File: src/rtl/jsu_pkg.sv
`timescale 1ns / 1ps
// Shared types, constants and helpers for the JSON string unescaper.
package jsu_pkg;

	localparam int MAX_TEXT_LEN  = 65536;
	localparam int POS_LIMIT_INT = (MAX_TEXT_LEN - 1 > 65535) ? 65535 : MAX_TEXT_LEN - 1;
	localparam logic [15:0] POS_LIMIT = 16'(POS_LIMIT_INT);

	localparam int MAX_RESULTS = 4;

	localparam logic [2:0] ST_OK          = 3'd0;
	localparam logic [2:0] ST_NO_QUOTE    = 3'd1;
	localparam logic [2:0] ST_CONTROL     = 3'd2;
	localparam logic [2:0] ST_TRUNC_ESC   = 3'd3;
	localparam logic [2:0] ST_TRUNC_UNI   = 3'd4;
	localparam logic [2:0] ST_BAD_HEX     = 3'd5;
	localparam logic [2:0] ST_BAD_ESC     = 3'd6;
	localparam logic [2:0] ST_UNTERM      = 3'd7;

	localparam logic KIND_DATA   = 1'b0;
	localparam logic KIND_STATUS = 1'b1;

	typedef struct packed {
		logic        kind;
		logic [7:0]  data_byte;
		logic [2:0]  status;
		logic [15:0] error_position;
	} result_t;

	typedef struct packed {
		logic [2:0]                    count;
		result_t [MAX_RESULTS-1:0]     res;
	} burst_t;

	function automatic result_t mk_data(input logic [7:0] d);
		result_t r;
		r.kind           = KIND_DATA;
		r.data_byte      = d;
		r.status         = ST_OK;
		r.error_position = 16'd0;
		return r;
	endfunction

	function automatic result_t mk_status(input logic [2:0] s, input logic [15:0] p);
		result_t r;
		r.kind           = KIND_STATUS;
		r.data_byte      = 8'd0;
		r.status         = s;
		r.error_position = p;
		return r;
	endfunction

endpackage

File: src/rtl/jsu_decode.sv
`timescale 1ns / 1ps
// Decode state registers and the per-byte unescape logic.
module jsu_decode (
	input  logic             clk,
	input  logic             arst_n,
	input  logic             load,
	input  logic [7:0]       byte_in,
	input  logic             first_byte,
	input  logic             input_ends,
	output jsu_pkg::burst_t  burst
);

	localparam logic [1:0] MODE_IDLE = 2'd0;
	localparam logic [1:0] MODE_STR  = 2'd1;
	localparam logic [1:0] MODE_ESC  = 2'd2;
	localparam logic [1:0] MODE_HEX  = 2'd3;

	logic [1:0]  mode_q, mode_d;
	logic [1:0]  hex_cnt_q, hex_cnt_d;
	logic [15:0] acc_q, acc_d;
	logic [15:0] pos_q, pos_d;

	function automatic logic [15:0] sat_inc(input logic [15:0] p);
		return (p >= jsu_pkg::POS_LIMIT) ? jsu_pkg::POS_LIMIT : p + 16'd1;
	endfunction

	// {valid, value}
	function automatic logic [4:0] hex_value(input logic [7:0] b);
		logic [4:0] r;
		r = 5'd0;
		if (b >= "0" && b <= "9")      r = {1'b1, 4'(b - 8'h30)};
		else if (b >= "a" && b <= "f") r = {1'b1, 4'(b - 8'h57)};
		else if (b >= "A" && b <= "F") r = {1'b1, 4'(b - 8'h37)};
		return r;
	endfunction

	logic [15:0] here;
	logic [15:0] cp;
	logic [4:0]  hv;
	logic [2:0]  n;
	logic [2:0]  trunc_st;

	always_comb begin
		mode_d    = mode_q;
		hex_cnt_d = hex_cnt_q;
		acc_d     = acc_q;
		pos_d     = pos_q;
		here      = pos_q;
		n         = 3'd0;
		cp        = {acc_q[11:0], 4'd0};
		hv        = hex_value(byte_in);
		trunc_st  = jsu_pkg::ST_UNTERM;
		burst.res = '0;

		if (first_byte) begin
			hex_cnt_d = 2'd0;
			acc_d     = 16'd0;
			here      = 16'd0;
			pos_d     = sat_inc(16'd0);
			if (byte_in != "\"") begin
				mode_d       = MODE_IDLE;
				burst.res[0] = jsu_pkg::mk_status(jsu_pkg::ST_NO_QUOTE, here);
				n            = 3'd1;
			end else begin
				mode_d = MODE_STR;
			end
		end else if (mode_q != MODE_IDLE) begin
			pos_d = sat_inc(pos_q);
			unique case (mode_q)
				MODE_STR: begin
					if (byte_in == "\"") begin
						mode_d       = MODE_IDLE;
						burst.res[0] = jsu_pkg::mk_status(jsu_pkg::ST_OK, 16'd0);
						n            = 3'd1;
					end else if (byte_in < 8'h20) begin
						mode_d       = MODE_IDLE;
						burst.res[0] = jsu_pkg::mk_status(jsu_pkg::ST_CONTROL, here);
						n            = 3'd1;
					end else if (byte_in == "\\") begin
						mode_d = MODE_ESC;
					end else begin
						burst.res[0] = jsu_pkg::mk_data(byte_in);
						n            = 3'd1;
					end
				end
				MODE_ESC: begin
					mode_d = MODE_STR;
					n      = 3'd1;
					unique case (byte_in)
						"\"":    burst.res[0] = jsu_pkg::mk_data(8'h22);
						"\\":    burst.res[0] = jsu_pkg::mk_data(8'h5C);
						"/":     burst.res[0] = jsu_pkg::mk_data(8'h2F);
						"b":     burst.res[0] = jsu_pkg::mk_data(8'h08);
						"f":     burst.res[0] = jsu_pkg::mk_data(8'h0C);
						"n":     burst.res[0] = jsu_pkg::mk_data(8'h0A);
						"r":     burst.res[0] = jsu_pkg::mk_data(8'h0D);
						"t":     burst.res[0] = jsu_pkg::mk_data(8'h09);
						"u": begin
							mode_d    = MODE_HEX;
							hex_cnt_d = 2'd0;
							acc_d     = 16'd0;
							n         = 3'd0;
						end
						default: begin
							mode_d       = MODE_IDLE;
							burst.res[0] = jsu_pkg::mk_status(jsu_pkg::ST_BAD_ESC, here);
						end
					endcase
				end
				MODE_HEX: begin
					if (!hv[4]) begin
						mode_d       = MODE_IDLE;
						burst.res[0] = jsu_pkg::mk_status(jsu_pkg::ST_BAD_HEX, here);
						n            = 3'd1;
					end else begin
						cp    = {acc_q[11:0], hv[3:0]};
						acc_d = cp;
						if (hex_cnt_q == 2'd3) begin
							hex_cnt_d = 2'd0;
							mode_d    = MODE_STR;
							if (cp <= 16'h007F) begin
								burst.res[0] = jsu_pkg::mk_data(cp[7:0]);
								n            = 3'd1;
							end else if (cp <= 16'h07FF) begin
								burst.res[0] = jsu_pkg::mk_data(8'hC0 | {3'd0, cp[10:6]});
								burst.res[1] = jsu_pkg::mk_data(8'h80 | {2'd0, cp[5:0]});
								n            = 3'd2;
							end else begin
								burst.res[0] = jsu_pkg::mk_data(8'hE0 | {4'd0, cp[15:12]});
								burst.res[1] = jsu_pkg::mk_data(8'h80 | {2'd0, cp[11:6]});
								burst.res[2] = jsu_pkg::mk_data(8'h80 | {2'd0, cp[5:0]});
								n            = 3'd3;
							end
						end else begin
							hex_cnt_d = hex_cnt_q + 2'd1;
						end
					end
				end
				default: mode_d = MODE_IDLE;
			endcase
		end

		// end of input inside a string: append the truncation status
		if (input_ends && mode_d != MODE_IDLE && (first_byte || mode_q != MODE_IDLE)) begin
			if (mode_d == MODE_ESC)      trunc_st = jsu_pkg::ST_TRUNC_ESC;
			else if (mode_d == MODE_HEX) trunc_st = jsu_pkg::ST_TRUNC_UNI;
			else                         trunc_st = jsu_pkg::ST_UNTERM;
			burst.res[n[1:0]] = jsu_pkg::mk_status(trunc_st, pos_d);
			mode_d = MODE_IDLE;
			n      = n + 3'd1;
		end
		burst.count = n;
	end

	always_ff @(posedge clk or negedge arst_n) begin
		if (!arst_n) begin
			mode_q    <= MODE_IDLE;
			hex_cnt_q <= 2'd0;
			acc_q     <= 16'd0;
			pos_q     <= 16'd0;
		end else if (load) begin
			mode_q    <= mode_d;
			hex_cnt_q <= hex_cnt_d;
			acc_q     <= acc_d;
			pos_q     <= pos_d;
		end
	end

endmodule

File: src/rtl/jsu_burst.sv
`timescale 1ns / 1ps
// Result register: holds the results of one byte and sends them one per cycle while result_ready is high.
module jsu_burst (
	input  logic             clk,
	input  logic             arst_n,
	input  logic             load,
	input  jsu_pkg::burst_t  burst,
	output logic             free,
	output logic             result_valid,
	input  logic             result_ready,
	output logic             kind,
	output logic [7:0]       data_byte,
	output logic [2:0]       status,
	output logic [15:0]      error_position,
	output logic             run_last
);

	jsu_pkg::result_t [jsu_pkg::MAX_RESULTS-1:0] res_q;
	logic [2:0] cnt_q;
	logic [1:0] idx_q;
	logic       last;

	assign result_valid   = cnt_q != 3'd0;
	assign last           = ({1'b0, idx_q} + 3'd1) == cnt_q;
	assign free           = !result_valid || (result_ready && last);
	assign run_last       = last;
	assign kind           = res_q[idx_q].kind;
	assign data_byte      = res_q[idx_q].data_byte;
	assign status         = res_q[idx_q].status;
	assign error_position = res_q[idx_q].error_position;

	always_ff @(posedge clk) begin
		if (load) begin
			res_q <= burst.res;
		end
	end

	always_ff @(posedge clk or negedge arst_n) begin
		if (!arst_n) begin
			cnt_q <= 3'd0;
			idx_q <= 2'd0;
		end else if (load) begin
			cnt_q <= burst.count;
			idx_q <= 2'd0;
		end else if (result_valid && result_ready) begin
			if (last) begin
				cnt_q <= 3'd0;
				idx_q <= 2'd0;
			end else begin
				idx_q <= idx_q + 2'd1;
			end
		end
	end

endmodule

File: src/rtl/json_string_unescape.sv
`timescale 1ns / 1ps
// Top level of the JSON string unescaper.
//
// Input channel (item_valid/item_ready): one text byte per request, with
// first_byte marking the opening quote and input_ends the last byte on hand.
// Output channel (result_valid/result_ready): one result per request, either a
// decoded byte (kind 0) or a terminal status (kind 1) with its byte offset;
// run_last marks the last result caused by one input byte.
// Results of a byte appear in the cycle after it is accepted.
// Throughput: one byte per cycle while each byte gives at most one result
// and the receiver is ready; a byte that gives more results holds the input
// while the single result register drains one entry per ready cycle. A byte
// is accepted in the same cycle the last pending result is taken.
// Bytes that give no result (backslash, the u and first three hex digits of
// an escape, bytes after the end) leave the result register empty.
// Reset clears the decoder to waiting for a start byte at offset zero and
// empties the result register. When the receiver stalls, the current result
// holds and the input is backpressured once the register is full.
module json_string_unescape (
	input  logic        clk,
	input  logic        arst_n,
	input  logic        item_valid,
	output logic        item_ready,
	input  logic [7:0]  byte_in,
	input  logic        first_byte,
	input  logic        input_ends,
	output logic        result_valid,
	input  logic        result_ready,
	output logic        kind,
	output logic [7:0]  data_byte,
	output logic [2:0]  status,
	output logic [15:0] error_position,
	output logic        run_last
);

	jsu_pkg::burst_t burst;
	logic            free;
	logic            load;

	assign item_ready = free;
	assign load       = item_valid && free;

	jsu_decode u_decode (
		.clk        (clk),
		.arst_n     (arst_n),
		.load       (load),
		.byte_in    (byte_in),
		.first_byte (first_byte),
		.input_ends (input_ends),
		.burst      (burst)
	);

	jsu_burst u_burst (
		.clk            (clk),
		.arst_n         (arst_n),
		.load           (load),
		.burst          (burst),
		.free           (free),
		.result_valid   (result_valid),
		.result_ready   (result_ready),
		.kind           (kind),
		.data_byte      (data_byte),
		.status         (status),
		.error_position (error_position),
		.run_last       (run_last)
	);

endmodule

File: config.mk
export PLATFORM = sky130hd
export DESIGN_NAME = json_string_unescape
export DESIGN_NICKNAME = d
export VERILOG_FILES = /design/src/rtl/jsu_pkg.sv /design/src/rtl/jsu_decode.sv /design/src/rtl/jsu_burst.sv /design/src/rtl/json_string_unescape.sv
export SDC_FILE = /design/constraint.sdc
export NUM_CORES = 1
export LEC_CHECK = 0
export BUFFER_PORTS_ARGS = -buffer_cell sky130_fd_sc_hd__buf_2
export CAP_MARGIN = 10
export CORE_MARGIN = 5
export CORE_UTILIZATION = 25
export DETAILED_ROUTE_END_ITERATION = 8
export GPL_ROUTABILITY_DRIVEN = 0
export PLACE_DENSITY_LB_ADDON = 0.12
export RECOVER_POWER = 100
export SYNTH_ARGS = -nofsm -noshare
export SYNTH_HDL_FRONTEND = slang
export SYNTH_SLANG_ARGS = --single-unit
File: constraint.sdc
create_clock -name clk -period 5.1 [get_ports clk]
set_input_delay 0.51 -clock clk [delete_from_list [all_inputs] [get_ports clk]]
set_output_delay 0.51 -clock clk [all_outputs]
set_load 0.005 [all_outputs]
# == Word-level counts from Yosys, hierarchy flattened ==
# Cells that the tools add are included.
# totals
register_bits,149
in_bits,14
word_cells,157
ram_bits,0
memories,0
latchBits,0
rom_bits,0
# op_classes
muxes,73
n_shift,0
div,0
addsub,8
eq_ne,19
n_bitwise,0
n_reduce_logical,22
mul,0
magnitude_cmp,13
# ops
op,n
84-bit two-way mux,3
28-bit one-hot mux with 9 select lines,1
28-bit two-way mux,8
56-bit two-way mux,3
112-bit bitwise mux,1
28-bit one-hot mux with 3 select lines,1
28-bit binary-select mux with 2-bit select,1
28-bit demux with 2-bit select,1
8-bit by 7-bit == test with 1-bit output (second input constant),7
55-bit two-way mux,1
27-bit two-way mux,2
53-bit two-way mux,1
12-bit two-way mux,4
16-bit two-way mux,3
3-bit two-way mux,12
2-bit two-way mux,17
12-bit one-hot mux with 2 select lines,1
16-bit by 1-bit adder with 16-bit output (second input constant),1
8-bit by 6-bit == test with 1-bit output (second input constant),2
16-bit >= comparator (second input constant),1
8-bit by 7-bit >= comparator with 1-bit output (second input constant),2
16-bit by 11-bit <= comparator with 1-bit output (second input constant),1
16-bit by 7-bit <= comparator with 1-bit output (second input constant),1
8-bit by 7-bit <= comparator with 1-bit output (second input constant),2
28 further kinds,58

# == Longest topological paths before layout ==
# depth
depth_word,19
ltp_mapped,14

# == By module ==
# A second synthesis with hierarchy kept.
# hier_totals
hier_cells,664
hier_area_um2,8111.5
# modules_own_cells
mod,n_inst,area_per_inst_um2,seq_area_each_um2,cells_each
jsu_burst,1,4314.1,3488.3,174
jsu_decode,1,3791.1,800.8,489
json_string_unescape,1,6.3,0.0,1

# == Worst setup path before layout ==
# OpenSTA, ideal clock, no wires.
# synth_path
kind,register to register
from,register u_burst.idx_q[0]
to,register u_decode.acc_q[0]
arrival_ns,4.668
period_less_slack_ns,4.811
n_path_buf,1
setup_slack_ns,0.289
required_ns,4.957
stages_incl_launch_ff,12
cell_sequence,dfrtp_1 ha_1 xor2_1 nor3_1 a21oi_1 inv_1 nand2_1 inv_1 o21ai_1 clkbuf_1 nand2_1 o31ai_1
# synth_between
elab_chain_len,6
# synth_rtl
item,line_no,source
start: declaration,jsu_burst.sv:20,logic [1:0] idx_q;
start signal: assignment,jsu_burst.sv:50,idx_q <= idx_q + 2'd1;
2-bit by 1-bit adder with 3-bit output,jsu_burst.sv:24,"assign last = ({1'b0, idx_q} + 3'd1) == cnt_q;"
3-bit == test,jsu_burst.sv:24,
via run_last,json_string_unescape.sv:33,output logic run_last
1-bit logical AND,jsu_burst.sv:25,assign free = !result_valid || (result_ready && last);
1-bit logical OR,jsu_burst.sv:25,
via item_ready,json_string_unescape.sv:23,"output logic item_ready,"
1-bit logical AND,json_string_unescape.sv:41,assign load = item_valid && free;
via load,json_string_unescape.sv:38,logic load;
5-bit AND reduction (no source line),n/a,
end signal: assignment,jsu_decode.sv:159,acc_q <= 16'd0;
end signal: assignment,jsu_decode.sv:164,acc_q <= acc_d;
end: declaration,jsu_decode.sv:20,"logic [15:0] acc_q, acc_d;"
# The timed path passes the listed nets, and every way through them passes these cells.
# A chain may end at the register's enable or synchronous reset.

==> flow_summary_export.csv <==
group,metric,value,unit
finish,final_core_util,29.2,%
synth,yosysSeqAreaShare,53.7,%
floorplan,die_h,180,um
floorplan,core-area,0.0287,sq mm
synth,async_flop_share,27.2,%
synth,syn-num-nets,698,
timing,hold_viol,0,
routing,drtIter0Drc,333,
synth,ys_ff_latch,136,
finish,register_area,0.00390,sq mm
grt,grt_most_used_layer,"met2",
grt,grt_usage,12.7,%
routing,ant_nets,0,
synth,syn_avg_cell_area,10.8,sq um
floorplan,dieArea,0.0326,sq mm
status,status,"finished, violations left",
power_and_ir_drop,p_leak,2.85,nW
grt,grt_util_met1,17.6,%
hold_path,min_path_type,"in -> reg",
timing,slew_viol_final,69,
routing,dr.pass1.iters,5,
clock_tree,root_buffer,"clkbuf_16",
power_and_ir_drop,vdd_ir_drop_max,0.236,mV
synth,synth_edf_count,99,
power_and_ir_drop,p_sw_share,26.8,%
clock_tree,cts_buffers,17,
timing,fin_crit,4.14,ns
timing,fin_tns_setup,0,ns
timing,setup_ws,0.956,ns
grt,overflow,0,
grt,antenna_found_initial,0,
power_and_ir_drop,clkPwrFrac,42.2,%
routing,route.detailed.drc,0,
routing,viasPerCell,4.92,
clock_tree,post_cts_resized,0,
timing,worstMarginPinSlew,2.32,ns
timing,fin_crit_sh,81.3,%
grt,grt_util_met2,20.6,%
routing,wirelength,20.4,mm
worst_setup_path,cp.required,5.21,ns
worst_setup_path,start_kind,"primary input",
grt,grt_pass1_vias,5386,
power_and_ir_drop,p_seq_share,46.5,%
place,dpl.hpwl,14.2,mm
power_and_ir_drop,p_int,2.02,mW
routing,wl_per_cell,18.5,um
worst_setup_path,cp_slowest_cell,"o311ai_0",
grt,use_met3,2.30,%
grt,grt_start_max_net_pins,60,
grt,grt_pass1_wl,32.6,mm
timing,setup_viol,0,
worst_setup_path,cpPeakStageDelay,0.96,ns
finish,drive_gt1_share,12.1,%
floorplan,pin_count,45,
power_and_ir_drop,power.density,330,mW/mm^2
finish,multi_input_area,0.00312,sq mm
clock_tree,cts_setup_buffers,0,
clock_tree,cts_num_sinks,136,
timing,fmax,241,MHz
clock_tree,clockBufferDepth,2,
timing,finClkSkew,0.0208,ns
finish,final_nets,734,
synth,yosys_warnings,0,
synth,synth_area,0.00727,sq mm
floorplan,fp-row-count,62,
clock_tree,cts_hold_buf,0,
power_and_ir_drop,finalPower,2.76,mW
worst_setup_path,worstPathArrival,4.25,ns
clock_tree,clock_latency,0.43,ns
worst_setup_path,path_class,"in -> reg",
status,violations,"capacitance limit, slew limit",
flow_run,cap_violations,2,
worst_setup_path,crit_chain,"clkbuf_1 -> inv_1 -> ha_1 -> o311ai_0 -> a21oi_1 -> nand3_1 -> ha_1 -> inv_1 -> nor3_1 -> nor4b_1",
worst_setup_path,worst_setup_path_end_kind,"register",
routing,vias,5429,
timing,rsz0062_at_grt,"no",
place,port_buffers,44,
worst_setup_path,critical_path.max_fanout,11,
finish,antennaDiodeCount,0,
timing,slew_headroom,-54.6,%
power_and_ir_drop,netSwitchingPower,741,uW
floorplan,start_util,25.3,%
floorplan,die_x,180,um
clock_tree,htreeDepth,4,
power_and_ir_drop,combPwrFrac,11.3,%
place,post-place-ws,0.936,ns
synth,synth_cell_types,73,
synth,synth_ff_type,"edfxtp_1",
clock_tree,cts_tree,"built",
synth,synth_cells,671,
clock_tree,clk_pin_slew,0.06,ns
finish,syn2layout_area_growth,15.2,%
finish,fillers,2994,
==> through the flow <==
stage               hold WS [ns]  instances  cell area, sq um
floorplan                  0.214        671              7270
global placement           0.468       1072              7900
detailed placement         0.483       1072              7900
CTS                        0.283       1104              8450
global route               0.463       1104              8370
finish                     0.466       1104              8370
==> Yosys cell counts (all sizes together), types with 6 or more instances <==
cell	instances	area share (%)
ha	13	2.2
nor2b	6	0.52
a21oi	26	1.8
inv	17	0.91
mux4	20	6.2
o21ai	57	3.9
edfxtp	99	41
nand3	25	2.0
o2bb2ai	14	1.7
nand2	85	4.4
dfrtp	37	13
o31ai	7	0.72
clkbuf	20	1.0
nor2	85	4.4
mux2i	12	1.7
nor4	10	1.0
nor3	20	1.4
o211ai	6	0.62
buf	17	1.2
==> worst paths after layout <==
kind                                                   startpoint                                end  slack, ns  cells after the start
worst max-delay path                                   byte_in[1]        u_burst.res_q[52]$_DFFE_PP_       0.96                     10
worst min-delay path                                   input_ends     u_decode.mode_q[0]$_DFFE_PN0P_       0.47                      2
worst max register to register       u_burst.idx_q[0]$_DFFE_PN0P_    u_burst.res_q[97]$_SDFFCE_PN0P_       1.17                      9
worst min register to register  u_decode.hex_cnt_q[1]$_DFFE_PN0P_  u_decode.hex_cnt_q[1]$_DFFE_PN0P_       0.50                      2
max in group asynchronous                                  arst_n       u_burst.idx_q[0]$_DFFE_PN0P_       2.83                      1
min in group asynchronous                                  arst_n     u_decode.acc_q[11]$_DFFE_PN0P_       0.78                      1
==> routing by layer <==
| metal | wire (um) | share of wire [%] | vias up |
|---|---|---|---|
| met3 | 632 | 3.1 | 21 |
| met1 | 9630 | 47 | 2684 |
| met2 | 9880 | 48 | 128 |
| met5 | 0 | 0 | - |
| met4 | 263 | 1.3 | 0 |
| li1 | - | - | 2596 |
==> logic make-up after synthesis <==
family / count (synthesis) / share of synthesized area, %
AOI/OAI and AO/OA: 155 / 14.0
xor gates and xnor gates: 10 / 1.21
buffers and inverters: 54 / 3.10
DFF: 136 / 53.7
muxes: 34 / 8.16
and+or+nand+nor: 269 / 17.7
adders and majority gates: 13 / 2.24
==> flip-flops by register name, indices dropped and copies added, names as in the netlist <==
signal / cells
u_burst.idx_q: 2
u_burst.res_q: 99
u_decode.pos_q: 16
u_burst.cnt_q: 3
u_decode.mode_q: 2
u_decode.hex_cnt_q: 2
u_decode.acc_q: 12
==> area by class of cell <==
| cell class | count | share of cell area [%] |
|---|---|---|
| clock buffer | 17 | 5.08 |
| tap | 384 | 5.74 |
| inverter | 17 | 0.822 |
| multi-input combinational | 481 | 37.3 |
| clock inverter | 15 | 1.54 |
| sequential | 136 | 46.6 |
| timing repair buffer | 54 | 2.93 |
==> critical path: cells and delay by family <==
family	cells	cell delay, ns
compound gates	2	1.46
fa+ha+maj	2	0.47
buf+inv	3	0.47
simple gates	3	1.33
==> power by group through the flow <==
stage / logic, mW / clock network [mW] / registers [mW]
2_1_floorplan: 0.198 / 0 / 1.31
3_3_place_gp: 0.332 / 0 / 1.30
3_5_place_dp: 0.334 / 0 / 1.31
4_1_cts: 0.335 / 1.20 / 1.29
5_1_grt: 0.350 / 1.24 / 1.29
6_report: 0.312 / 1.17 / 1.29
==> cells in the final DEF, fill, tap and decap left out, types with 4 or more instances in the layout <==
master	instances
inv_1	15
dfrtp_1	36
a31oi_1	5
buf_4	5
inv_6	6
a21o_1	4
a21oi_1	26
nor4_1	9
mux2i_1	12
xnor2_1	5
o21ai_0	57
nand3_1	24
a2111oi_0	4
o2bb2ai_1	14
clkbuf_1	30
nor3_1	20
edfxtp_1	99
nor2b_1	6
nand4_1	5
o31ai_1	7
xor2_1	5
nand2_1	85
ha_1	13
mux4_2	20
nand2b_1	5
buf_2	19
inv_8	4
nor2_1	85
clkbuf_16	17
o211ai_1	6
Note: power is estimated with default switching activity, not from simulation.
